<file path="config.mk">
export PLATFORM = sky130hd
export DESIGN_NAME = gifd_bitbuf
export DESIGN_NICKNAME = d
export VERILOG_FILES = /design/src/gifd_pkg.sv /design/src/gifd_bitbuf.sv
export SDC_FILE = /design/constraint.sdc
export NUM_CORES = 1
export LEC_CHECK = 0
export ABC_AREA = 1
export BUFFER_PORTS_ARGS = -buffer_cell sky130_fd_sc_hd__buf_2
export CORE_ASPECT_RATIO = 0.7
export CORE_UTILIZATION = 46
export DETAILED_ROUTE_END_ITERATION = 8
export HOLD_SLACK_MARGIN = 0.08
export PLACE_DENSITY_LB_ADDON = 0.12
export SETUP_SLACK_MARGIN = 0.1
export SYNTH_ARGS = -nofsm -noshare
export SYNTH_HDL_FRONTEND = slang
export SYNTH_SLANG_ARGS = --single-unit
</file>
<file path="constraint.sdc">
create_clock -name clk_i -period 3.3 [get_ports clk_i]
set_input_delay 0.99 -clock clk_i [delete_from_list [all_inputs] [get_ports clk_i]]
set_output_delay 0.99 -clock clk_i [all_outputs]
set_load 0.01 [all_outputs]
</file>
<file path="src/gifd_pkg.sv">
// Shared types and constants of the GIF LZW pixel decoder.
package gifd_pkg;

  localparam int TABLE_ENTRIES_DEF = 4096;
  localparam int MAX_CODE_BITS_DEF = 12;
  localparam int CODE_W = 13;

  localparam logic [1:0] CFG_MIN_CODE = 2'd0;
  localparam logic [1:0] CFG_WIDTH    = 2'd1;
  localparam logic [1:0] CFG_HEIGHT   = 2'd2;
  localparam logic [1:0] CFG_ILACE    = 2'd3;

  typedef enum logic [1:0] {
    REQ_PUSH  = 2'd0,
    REQ_PULL  = 2'd1,
    REQ_START = 2'd2,
    REQ_BAD   = 2'd3
  } req_e;

  typedef enum logic [2:0] {
    ST_PIXEL   = 3'd0,
    ST_NEED    = 3'd1,
    ST_TAKEN   = 3'd2,
    ST_REFUSED = 3'd3,
    ST_END     = 3'd4,
    ST_ERROR   = 3'd5,
    ST_STARTED = 3'd6
  } status_e;

  typedef enum logic [2:0] {
    S_IDLE,
    S_DECODE,
    S_EXP_RD,
    S_EXP_WR,
    S_TABLE_WR,
    S_POP_RD,
    S_POP,
    S_DELIVER
  } state_e;

  typedef struct packed {
    logic       clear;
    logic       load;
    logic       take;
    logic [3:0] width;
  } bb_ctl_t;

  typedef struct packed {
    status_e     status;
    logic [7:0]  pix;
    logic [15:0] col;
    logic [15:0] row;
    logic        last;
  } res_t;

  function automatic logic [15:0] pass_start(input logic [1:0] p);
    unique case (p)
      2'd0: pass_start = 16'd0;
      2'd1: pass_start = 16'd4;
      2'd2: pass_start = 16'd2;
      default: pass_start = 16'd1;
    endcase
  endfunction

  function automatic logic [3:0] pass_step(input logic [1:0] p);
    unique case (p)
      2'd0, 2'd1: pass_step = 4'd8;
      2'd2: pass_step = 4'd4;
      default: pass_step = 4'd2;
    endcase
  endfunction

endpackage

</file>
<file path="src/gifd_bitbuf.sv">
// LSB-first bit buffer with the code extraction shifter.
module gifd_bitbuf (
  input  logic             clk_i,
  input  logic             rst_ni,
  input  gifd_pkg::bb_ctl_t ctl_i,
  input  logic [7:0]       byte_i,
  output logic [11:0]      code_o,
  output logic [5:0]       count_o
);
  import gifd_pkg::*;

  logic [31:0] bits_q, bits_d;
  logic [5:0]  cnt_q, cnt_d;

  always_comb begin
    bits_d = bits_q;
    cnt_d  = cnt_q;
    if (ctl_i.clear) begin
      bits_d = '0;
      cnt_d  = '0;
    end else if (ctl_i.load) begin
      bits_d = bits_q | (32'(byte_i) << cnt_q[4:0]);
      cnt_d  = cnt_q + 6'd8;
    end else if (ctl_i.take) begin
      bits_d = bits_q >> ctl_i.width;
      cnt_d  = cnt_q - {2'b00, ctl_i.width};
    end
  end

  always_ff @(posedge clk_i or negedge rst_ni) begin
    if (!rst_ni) begin
      bits_q <= '0;
      cnt_q  <= '0;
    end else begin
      bits_q <= bits_d;
      cnt_q  <= cnt_d;
    end
  end

  assign code_o  = bits_q[11:0] & ((12'(1) << ctl_i.width) - 12'(1));
  assign count_o = cnt_q;
endmodule

</file>
==> key figures <==
Timing
  – FMAX: ~0.31 GHz
  – Setup violators final: 0
  – Final setup TNS: 0 ns
  – Max-slew violation count: 0
  – Hold Fails Final Rpt: 0
  – RSZ-0062 raised after global routing: yes
  – Clock Skew: about 0.0056 ns
  – Tcrit/Tclk final: between 90% and 100%
  – Slew @ Worst Pin: between 0.9 and 1 ns
  – Max-slew headroom: 36.7%
  – Crit path time final: approximately 3.2 ns
  – Hold WS: just under 0.5 ns

Worst setup path
  – Critical path depth: 9
  – Startpoint types: primary input
  – CP cell instances: buf_4 -> nor3_2 -> nand2_1 -> ha_2 -> inv_2 -> nor2_4 -> a31oi_4 -> a211oi_2 -> buf_2
  – Buf/Inv on CP: 3
  – Worst r2r path cells: 6
  – RR Endpoint: bits_q[16]
  – Critical Path Source: ctl_i[2]
  – Critical path capture point: code_o[6]
  – CP Capture Type: output pin
  – Crit path max-delay family: simple AND/OR/NAND/NOR gates
  – Crit Path Max Fanout: 6
  – WP data required: 2.31 ns
  – Worst Path Arrival: 2.24 ns
  – Crit path max-delay cell type: ha_2
  – Reg2reg start: count_o[4]
  – Crit path kind: primary input to output pin
  – Crit-path max cell delay: approximately 0.21 ns
  – Worst R2R Setup Slack: around 1.1 ns

Flow run
  – Max_cap viols: 0

CTS
  – CTS Sinks: 38
  – H-tree Lvls: 2
  – CTS tree: built
  – CTS root buffer: clkbuf_16
  – Clock Pin Slew Worst Setup and Hold Paths: 0.06 ns
  – Clk buf depth: 2
  – Number of CTS-inserted buffers: 5
  – Clock latency at the later pin of the worst-skew pair: about 0.29 ns

Synth
  – Xor/xnor cell area share of the yosys netlist: 0.413%
  – Post-Syn Nets: 781
  – Synth Register Bits: 38
  – Mapped Area: 4240 sq um
  – Syn Area/Cell: approximately 5.6 sq um
  – Netlist cell types: 31
  – Synth Area in Adders: between 2 and 2.5%
  – FFs w/ async S/R, synth: 100%
  – EDFF count, synth: 0
  – Post-synthesis sequential area ratio: between 20% and 30%
  – Main combinational cell family by area after synthesis: simple AND/OR/NAND/NOR gates
  – Main synth FF type: dfrtp_1
  – Syn Inst Count: approximately 760
  – Warnings, synthesis: 0
  – Synth Area in Compound Gates: 12.6%
  – Synth Area in Simple Gates: between 50% and 60%
  – Mux share of post-synthesis cell area: 0%

Power and ir drop
  – Pleak: 2.50 nW
  – Tot Pwr: 0.00195 W
  – P_sw: ~0.00082 W
  – Net Sw Frac: between 40% and 50%
  – Power Internal: between 0.001 and 0.0015 W
  – Sequential Power Share: 31.5%
  – Clock Power Share: between 20 and 30%
  – Worst-case vdd ir drop: about 0.24 mV
  – Logic pwr share: between 30% and 40%
  – P per Cell Area: about 410 nW/um^2

Global routing
  – Met3 Use GR: ~6.0%
  – M1 GR Usage: 50.3%
  – GRT Resource Usage Total: about a third
  – First-pass GRT wire length: between 20000 and 25000 um
  – Met2 usage: 48.9%
  – Largest net degree at the start of global routing: 39
  – Initial antenna violation count: 0
  – Congestion Overflow GR: 0
  – Vias in the first global route: between 4000 and 5000
  – Layer with the highest usage: met1

Routing
  – DRT Pass-1 Iters: 6
  – DR DRC count: 0
  – Initial DRC count: roughly 550
  – Vias/cell: around 5.7
  – Vias: just over 5000
  – Detail Route Antenna Nets: 0
  – DR WL/cell: between 15 and 20 um
  – WL final: ~15000 um

Cells and area
  – P&R area growth vs syn: 12.1%
  – Fin util: 54.7%
  – Most common cell after layout, fill and taps aside: nand2_1
  – Most frequent cells in the layout: nand2_1, nand3_1, nor2_1
  – Layout Nets: 806
  – Reg area: around 950 sq um
  – Number of diodes: 0
  – Area of the multi-input gates: 2860 sq um
  – Fillers: roughly 970
  – Fraction of layout cells with a size suffix above 1: about 12%

Floorplan
  – Die footprint: 9600 sq um
  – Core Area: just under 9000 sq um
  – DIE WIDTH: between 100 and 150 um
  – Rows: 28
  – Initial Utilization: roughly 49%
  – Die height: just over 80 um
  – # IOs: 35

Place
  – Final Wtd Congestion: 0.941
  – HPWL after detailed placement: 11400 um
  – Input/output buffers: 34

Outcome
  – Status: finished clean

Hold path
  – Worst min path class: flip-flop to flip-flop
## cells by family after synthesis
logic type                 Yosys count
and+or+nand+nor                    508
adders and majority gates            7
xor gates and xnor gates             2
DFF                                 38
buffers and inverters              101
AOI/OAI and AO/OA                  101
## worst min-delay path: stages, from the launching register on
cell	delay, ns
dfrtp_1	0.34
nand2_1	0.05
nand2_1	0.06
## power groups by stage
stage	combinational [W]	clock [W]	sequential [W]
global route	0.000858	0.000587	0.000624
global placement	0.000732	0	0.000616
floorplan	0.000541	0	0.000581
finish	0.000772	0.000565	0.000614
CTS	0.000741	0.000571	0.000610
detailed placement	0.000735	0	0.000619
## state kept, by name, indices dropped and copies added, names as in the netlist
| signal | count |
|---|---|
| bits_q | 32 |
| count_o | 6 |
## timing repair
action,CTS,global route
hold buffers,0,0
gates resized for setup,2,18
setup buffers,0,5
endpoints found under the setup margin,5,4
pin swaps,1,6
## synthesized netlist by cell type (6+ instances only)
| library cell | number | area (sq um) |
|---|---|---|
| a21oi_1 | 44 | 220 |
| clkbuf_1 | 11 | 41.3 |
| buf_4 | 6 | 45.0 |
| inv_2 | 8 | 30.0 |
| dfrtp_1 | 38 | 951 |
| nand2_1 | 275 | 1030 |
| o21ai_1 | 7 | 35.0 |
| nor2_1 | 67 | 251 |
| inv_1 | 48 | 180 |
| ha_1 | 6 | 75.1 |
| nand3_1 | 140 | 701 |
| buf_2 | 23 | 115 |
| a31oi_1 | 6 | 37.5 |
| nand4_1 | 9 | 56.3 |
| o21ai_0 | 35 | 175 |
## worst min-delay path by stage
stage / start / endpoint / slack [ns] / cells after the start
finish: bits_q[1] / bits_q[1] / 0.48 / 2
CTS: bits_q[1] / bits_q[1] / 0.48 / 2
global route: bits_q[1] / bits_q[1] / 0.52 / 2
detailed placement: bits_q[1] / bits_q[1] / 0.47 / 2
floorplan: bits_q[1] / bits_q[1] / 0.45 / 2
global placement: bits_q[1] / bits_q[1] / 0.46 / 2
## metrics by stage
step           worst slack, ns  area, sq um  std cells
2_1_floorplan            0.150         4240        757
3_3_place_gp            0.0536         4490        890
3_5_place_dp          -0.00221         4490        890
4_1_cts                  0.104         4660        898
5_1_grt                -0.0327         4750        903
6_report                0.0670         4750        903
## metal layers
metal / wire, um / up-vias
li1: - / 2525
met1: 7330 / 2319
met2: 6320 / 273
met3: 1490 / 16
met4: 178 / 0
met5: 0 / -
## layout make-up
class	instances	area share (%)
flip-flops and latches	38	20.0
well taps	120	3.16
repair buffers	62	8.54
multi-input cells	618	60.1
inverters	57	4.66
clock buffers	5	2.64
clock inverters	3	0.843
Power figures use the tool's default switching activity.
