`config.mk`:
```
export PLATFORM = sky130hd
export DESIGN_NAME = gifd_raster
export DESIGN_NICKNAME = d
export VERILOG_FILES = /design/src/gifd_pkg.sv /design/src/gifd_raster.sv
export SDC_FILE = /design/constraint.sdc
export NUM_CORES = 1
export LEC_CHECK = 0
export BUFFER_PORTS_ARGS = -buffer_cell sky130_fd_sc_hd__buf_2
export CORE_AREA = 2 2 108 110
export CTS_BUF_LIST = sky130_fd_sc_hd__clkbuf_8
export CTS_CLUSTER_DIAMETER = 80
export DETAILED_ROUTE_END_ITERATION = 8
export DIE_AREA = 0 0 110 112
export MAX_ROUTING_LAYER = met4
export PLACE_DENSITY = 0.81
export REMOVE_ABC_BUFFERS = 1
export SYNTH_ARGS = -nofsm -noshare
export SYNTH_HDL_FRONTEND = slang
export SYNTH_SLANG_ARGS = --single-unit
```
`constraint.sdc`:
```
create_clock -name clk_i -period 13.9 [get_ports clk_i]
set_input_delay 0 -clock clk_i [delete_from_list [all_inputs] [get_ports clk_i]]
set_output_delay 0 -clock clk_i [all_outputs]
set_load 0.02 [all_outputs]
```
`src/gifd_pkg.sv`:
```
// Shared types and constants of the GIF LZW pixel decoder.
package gifd_pkg;

  localparam int TABLE_ENTRIES_DEF = 4096;
  localparam int MAX_CODE_BITS_DEF = 12;
  localparam int CODE_W = 13;

  localparam logic [1:0] CFG_MIN_CODE = 2'd0;
  localparam logic [1:0] CFG_WIDTH    = 2'd1;
  localparam logic [1:0] CFG_HEIGHT   = 2'd2;
  localparam logic [1:0] CFG_ILACE    = 2'd3;

  typedef enum logic [1:0] {
    REQ_PUSH  = 2'd0,
    REQ_PULL  = 2'd1,
    REQ_START = 2'd2,
    REQ_BAD   = 2'd3
  } req_e;

  typedef enum logic [2:0] {
    ST_PIXEL   = 3'd0,
    ST_NEED    = 3'd1,
    ST_TAKEN   = 3'd2,
    ST_REFUSED = 3'd3,
    ST_END     = 3'd4,
    ST_ERROR   = 3'd5,
    ST_STARTED = 3'd6
  } status_e;

  typedef enum logic [2:0] {
    S_IDLE,
    S_DECODE,
    S_EXP_RD,
    S_EXP_WR,
    S_TABLE_WR,
    S_POP_RD,
    S_POP,
    S_DELIVER
  } state_e;

  typedef struct packed {
    logic       clear;
    logic       load;
    logic       take;
    logic [3:0] width;
  } bb_ctl_t;

  typedef struct packed {
    status_e     status;
    logic [7:0]  pix;
    logic [15:0] col;
    logic [15:0] row;
    logic        last;
  } res_t;

  function automatic logic [15:0] pass_start(input logic [1:0] p);
    unique case (p)
      2'd0: pass_start = 16'd0;
      2'd1: pass_start = 16'd4;
      2'd2: pass_start = 16'd2;
      default: pass_start = 16'd1;
    endcase
  endfunction

  function automatic logic [3:0] pass_step(input logic [1:0] p);
    unique case (p)
      2'd0, 2'd1: pass_step = 4'd8;
      2'd2: pass_step = 4'd4;
      default: pass_step = 4'd2;
    endcase
  endfunction

endpackage

```
`src/gifd_raster.sv`:
```
// Pixel column/row tracking with plain or interlaced row order.
module gifd_raster (
  input  logic        clk_i,
  input  logic        rst_ni,
  input  logic        clear_i,
  input  logic        step_i,
  input  logic [15:0] width_i,
  input  logic [15:0] height_i,
  input  logic        interlaced_i,
  output logic [15:0] col_o,
  output logic [15:0] row_o,
  output logic        last_o
);
  import gifd_pkg::*;

  logic [15:0] col_q, col_d, row_q, row_d;
  logic [2:0]  pass_q, pass_d;
  logic [16:0] w, h, col1, r;
  logic        fin;

  always_comb begin
    w      = (width_i == 16'd0) ? 17'd1 : {1'b0, width_i};
    h      = (height_i == 16'd0) ? 17'd1 : {1'b0, height_i};
    col1   = {1'b0, col_q} + 17'd1;
    col_d  = col_q;
    row_d  = row_q;
    pass_d = pass_q;
    fin    = 1'b0;
    r      = '0;
    if (col1 < w) begin
      col_d = col1[15:0];
    end else begin
      col_d = '0;
      if (interlaced_i) begin
        r = {1'b0, row_q} + 17'(pass_step(pass_q[1:0]));
        for (int i = 0; i < 4; i++) begin
          if (!fin && r >= h) begin
            pass_d = pass_d + 3'd1;
            if (pass_d > 3'd3) fin = 1'b1;
            else r = 17'(pass_start(pass_d[1:0]));
          end
        end
      end else begin
        r = {1'b0, row_q} + 17'd1;
        fin = (r >= h);
      end
      if (!fin) row_d = r[15:0];
    end
  end

  always_ff @(posedge clk_i or negedge rst_ni) begin
    if (!rst_ni) begin
      col_q  <= '0;
      row_q  <= '0;
      pass_q <= '0;
    end else if (clear_i) begin
      col_q  <= '0;
      row_q  <= '0;
      pass_q <= '0;
    end else if (step_i) begin
      col_q  <= col_d;
      row_q  <= row_d;
      pass_q <= pass_d;
    end
  end

  assign col_o  = col_q;
  assign row_o  = row_q;
  assign last_o = fin;
endmodule

```
==> flow_metrics.py, run 1 <==
metrics = {
    "run_status": {
        "status": "finished, final reports clean",
    },
    "cells_and_area": {
        "nets": 973,
        "drive_gt1_frac": 0.137,
        "final_common_cell": "ha_1",
        "final_cell_mix": "ha_1 (121), nor2_1 (81), inv_1 (69), buf_2 (69), o21ai_0 (66)",
        "n_antenna_cell": 0,
        "syn_to_final_growth_pct": 9.24,
    },
    "sta": {
        "setup_violations": 0,
        "slew_viol_final": 0,
        "rsz0062_at_grt": "false",
        "slew_headroom": 0.269,
        "final_hold_viol_count": 0,
        "worstMarginPinSlew_ns": 1.09,
        "layout_min_cycle_time_ns": 12.70,
        "fin_crit_sh": 0.914,
        "finClkSkew_ns": 0.00288,
        "fmax_ghz": 0.0787,
        "fin_ws_ns": 1.20,
        "setup-tns-final_ns": 0,
    },
    "clocking": {
        "clockRootBuffer": "clkbuf_8",
        "clock_latency_ns": 0.30,
        "path_clk_slew_ns": 0.08,
        "clockBufferDepth": 2,
        "cts-htree-levels": 2,
        "numClockSinks": 35,
        "cts_tree": "done",
        "numCtsBuffers": 5,
    },
    "pwr": {
        "p_per_area_nw_per_um2": 59.3,
        "leakage_nw": 3.43,
        "irDropWorstVdd_mv": 0.0585,
    },
    "place": {
        "numPortBuffers": 69,
        "dp_slack_ns": 0.877,
        "place_hpwl_um": 12900,
        "gp_congestion": 0.978,
    },
    "worst_setup_path": {
        "path_buf_inv": 4,
        "worstPathArrival_ns": 12.90,
        "slowest_stage": "or4_1",
        "critPathRequiredTime_ns": 14.09,
        "cpLargestDelayFamily": "compound AO/OA/AOI/OAI gates",
        "endpoint_kind": "flip-flop",
        "cp_common_cell": "nor2_1",
        "startpoint_type": "flip-flop",
        "critical_path_class": "flip-flop to flip-flop",
        "max_stage_delay_ns": 0.62,
        "crit_fanout": 18,
    },
    "drt": {
        "route.vias.total": 5873,
        "avgRoutedWirePerCell_um": 17.1,
        "finalWirelength_um": 16300,
        "vias_per_cell": 6.13,
        "drtIter0Drc": 580,
        "first_pass_iters": 6,
        "drc": 0,
        "postRouteAntennaNets": 0,
    },
    "logic_synthesis": {
        "ys_seq_area_frac": 0.146,
        "synthTopCellsByArea": "ha_1 (25%), dfrtp_1 (15%), o21ai_0 (5.5%), nor2_1 (5.1%), xnor2_1 (4.4%)",
        "synth-seq-cells": 35,
        "yosys_most_used_dff": "dfrtp_1",
        "netlist_area_sq_um": 6000,
        "yosys.area.top_type": "ha_1",
        "netlist_instances": 759,
        "yosysUniqueCellTypes": 72,
        "ys_async_sr_fraction": 1.00,
        "ys_warn_count": 0,
        "syn_avg_cell_area_sq_um": 7.90,
        "synth-edff-count": 0,
        "synth_top_area_frac": 0.252,
    },
    "global_routing": {
        "grt_overflow": 0,
        "grt_max_degree": 36,
        "grtUsageTotal": 0.275,
        "grt_pass1_wl_um": 26600,
        "antenna_found_initial": 0,
        "grt_pass1_vias": 5453,
    },
    "die": {
        "initial_core_util": 0.537,
        "die_w_um": 110,
        "rows": 39,
        "dieArea_sq_um": 12300,
        "io-pin-count": 70,
        "fp.dieH_um": 112,
        "core_area_sq_um": 11200,
    },
    "run": {
        "maxCapViolCount": 0,
    },
    "hold_path": {
        "hold_class": "primary input to flip-flop",
    },
}
[cell families (layout without fill, tap and decap cells)]
logic type | Yosys count | count (layout) | synth area share
buf+inv | 100 | 155 | 0.0678
compound gates | 199 | 200 | 0.226
xor+xnor | 54 | 54 | 0.0835
flops | 35 | 35 | 0.146
fa+ha+maj | 122 | 122 | 0.256
simple gates | 231 | 231 | 0.189
mux | 18 | 18 | 0.0323
[routing by layer]
metal	global-route usage	routed length (um)
met1	0.394	7560
met2	0.409	7310
met3	0.0263	1230
met4	0.0768	238
met5	-	0
[worst register-to-register path: cells and delay by family (launching register included)]
family                   cells  cell delay, ns
AO/OA/AOI/OAI               18            4.67
flip-flops                   1            0.49
adder cells (fa/ha/maj)      6            1.94
buffers and inverters        4            0.52
multiplexers                 1            0.42
XOR/XNOR                     1            0.44
AND/OR/NAND/NOR             18            4.12
[synthesized netlist by cell type, types with 4 or more instances]
library cell,number
nand2_1,41
a22o_1,7
nand4_1,16
buf_2,10
a21oi_1,21
nor2_1,81
nor4_1,7
a211o_1,4
xnor2_1,30
inv_1,69
mux2_2,10
a21o_1,12
nand3_1,26
nand2b_1,7
nor2b_1,8
o21a_1,20
o21ai_0,66
and3_1,11
a2111oi_0,5
nor3_1,12
clkbuf_1,16
o32ai_1,6
mux2i_1,7
ha_1,121
a211oi_1,9
o31a_1,4
o211ai_1,9
xor2_1,22
or3_1,5
dfrtp_1,35
[flip-flops by register name, indices dropped and copies added (netlist names)]
| name | count |
|---|---|
| col_o | 16 |
| row_o | 16 |
| pass_q | 3 |
[worst paths after layout]
| kind | end | slack [ns] | from | cells past startpoint |
|---|---|---|---|---|
| setup / recovery | row_o[12] | 1.20 | pass_q[0] | 48 |
| hold / removal | pass_q[1] | 0.09 | clear_i | 2 |
| setup reg to reg | row_o[12] | 1.20 | pass_q[0] | 48 |
| hold reg to reg | col_o[6] | 0.57 | col_o[6] | 1 |
| max in group asynchronous | col_o[2] | 13.04 | rst_ni | 2 |
| min in group asynchronous | row_o[9] | 0.33 | rst_ni | 2 |
[through the flow]
step	utilization	power, mW	hold WS (ns)	instance area, sq um	instances
3_3_place_gp	0.575	0.304	0.130	6430	948
2_1_floorplan	-	0.253	-0.296	5850	729
5_1_grt	0.586	0.418	0.107	6550	958
4_1_cts	0.584	0.385	0.0760	6530	957
3_5_place_dp	0.575	0.307	0.136	6430	948
6_report	0.586	0.389	0.0855	6550	958
[where the power goes]
| part | switching, mW | internal, mW |
|---|---|---|
| Clock | 0.0426 | 0.0349 |
| Combinational | 0.121 | 0.0781 |
| Sequential | 0.00671 | 0.105 |
[cell type report]
class	instances	area (sq um)
Multi-Input combinational cell	625	4740
Fill cell	988	4620
Sequential cell	35	876
Timing Repair Buffer	77	408
Inverter	70	263
Tap cell	143	179
Clock buffer	5	68.8
Clock inverter	3	20.0
[repair_timing]
| item | in CTS | in global routing |
|---|---|---|
| endpoints found under the hold margin | 35 | 0 |
| setup buffers | 0 | 0 |
| hold buffers | 1 | 0 |
| endpoints found under the setup margin | 0 | 13 |
| gates resized for setup | 0 | 2 |
(Power assumes the default switching activity.)
==> inputs of run 2 (changes only) <==
Settings changed: RECOVER_POWER from default to 25.
==> flow_metrics.py, run 2 (synthesis gave the netlist of run 1 again) <==
metrics = {
    "run_status": {
        "status": "finished with violations",
        "violations": "max-capacitance violations, max-slew violations",
    },
    "pwr": {
        "p_per_area_nw_per_um2": 59.4,
        "p_total_mw": 0.388,
        "leakage_nw": 3.37,
        "irDropWorstVdd_mv": 0.0584,
    },
    "global_routing": {
        "grt_pass1_vias": 5453,
        "grtUsageTotal": 0.275,
        "grt_pass1_wl_um": 26600,
        "antenna_found_initial": 0,
        "grt_max_degree": 36,
        "grt_overflow": 0,
    },
    "hold_path": {
        "hold_class": "primary input to flip-flop",
    },
    "clocking": {
        "cts_tree": "done",
        "clock_latency_ns": 0.30,
        "clockBufferDepth": 2,
        "path_clk_slew_ns": 0.08,
        "numCtsBuffers": 5,
        "numClockSinks": 35,
        "cts-htree-levels": 2,
        "clockRootBuffer": "clkbuf_8",
    },
    "sta": {
        "slew_viol_final": 36,
        "layout_min_cycle_time_ns": 12.76,
        "rsz0062_at_grt": "false",
        "setup_violations": 0,
        "slew_headroom": -0.342,
        "fin_crit_sh": 0.918,
        "setup-tns-final_ns": 0,
        "worstMarginPinSlew_ns": 2.01,
        "finClkSkew_ns": 0.00195,
        "final_hold_viol_count": 0,
        "fmax_ghz": 0.0784,
    },
    "cells_and_area": {
        "syn_to_final_growth_pct": 8.95,
        "n_antenna_cell": 0,
        "final_cell_mix": "ha_1 (121), nor2_1 (81), inv_1 (69)",
        "nets": 973,
        "drive_gt1_frac": 0.120,
        "final_common_cell": "ha_1",
        "stdcell_count": 958,
    },
    "drt": {
        "first_pass_iters": 7,
        "finalWirelength_um": 16400,
        "drc": 0,
        "route.vias.total": 5838,
        "avgRoutedWirePerCell_um": 17.1,
        "drtIter0Drc": 583,
        "postRouteAntennaNets": 0,
        "vias_per_cell": 6.09,
    },
    "worst_setup_path": {
        "startpoint_type": "flip-flop",
        "endpoint_kind": "flip-flop",
        "max_stage_delay_ns": 0.63,
        "critPathRequiredTime_ns": 14.09,
        "slowest_stage": "or4_1",
        "critical_path_class": "flip-flop to flip-flop",
        "cp_common_cell": "nor2_1",
        "worstPathArrival_ns": 12.95,
        "crit_fanout": 18,
    },
    "die": {
        "rows": 39,
        "io-pin-count": 70,
        "fp.dieH_um": 112,
        "die_w_um": 110,
        "initial_core_util": 0.537,
        "core_area_sq_um": 11200,
        "dieArea_sq_um": 12300,
    },
    "run": {
        "maxCapViolCount": 1,
    },
    "place": {
        "place_inst": 948,
        "place_hpwl_um": 12900,
        "numPortBuffers": 69,
        "gp_congestion": 0.978,
    },
}
## run 2: cell types whose count changed in the layout (fill, tap and decap cells not counted)
cell	previous run	this run
clkbuf_1	0	14
buf_2	69	55
## run 2: worst max-delay path: cells and delay by family, from the launching register on
kind / cells / cell delay, ns
flip-flops: 1 / 0.49
XOR/XNOR: 1 / 0.46
buffers and inverters: 4 / 0.52
adder cells (fa/ha/maj): 6 / 1.94
AO/OA/AOI/OAI: 18 / 4.66
AND/OR/NAND/NOR: 18 / 4.13
multiplexers: 1 / 0.42
## run 2: worst paths after layout
path                            from  cells past startpoint         to  slack, ns
setup / recovery           pass_q[0]                     48  row_o[12]       1.14
hold / removal               clear_i                      2  pass_q[1]       0.09
setup reg to reg           pass_q[0]                     48  row_o[12]       1.14
hold reg to reg             col_o[6]                      1   col_o[6]       0.57
max in group asynchronous     rst_ni                      2   col_o[2]      11.94
min in group asynchronous     rst_ni                      2   row_o[9]       0.80
## run 2: power by group
part / switching, mW / total [mW] / internal, mW / leakage [nW]
sequential: 0.00672 / 0.112 / 0.105 / 0.477
clock: 0.0426 / 0.0775 / 0.0349 / 0.0402
combinational: 0.121 / 0.199 / 0.0778 / 2.86
total: 0.171 / 0.388 / 0.218 / 3.37
## run 2: layout make-up
cell class	count	area, sq um
Sequential cell	35	876
Fill cell	998	4640
Multi-Input combinational cell	625	4740
Clock inverter	3	20.0
Tap cell	143	179
Inverter	70	263
Timing Repair Buffer	77	390
Clock buffer	5	68.8
## run 2: stage by stage
step	area [sq um]	setup WS [ns]	utilization	hold WS, ns
2_1_floorplan	5850	2.81	-	-0.296
3_3_place_gp	6430	1.26	0.575	0.130
3_5_place_dp	6430	0.877	0.575	0.136
4_1_cts	6530	0.825	0.584	0.0760
5_1_grt	6530	0.173	0.585	0.107
6_report	6530	1.14	0.585	0.0851
## run 2: what timing repair did
item	4_1_cts	5_1_grt
resized for setup	0	2
setup buffers	0	0
endpoints found under the setup margin	0	13
hold buffers	1	0
endpoints found under the hold margin	35	0
## run 2: routing by layer
metal | part of all wire | track usage | vias to the layer above
met2 | 0.45 | 0.409 | 223
met1 | 0.46 | 0.394 | 2752
met5 | 0 | - | -
li1 | - | - | 2848
met4 | 0.014 | 0.0768 | 0
met3 | 0.074 | 0.0263 | 15
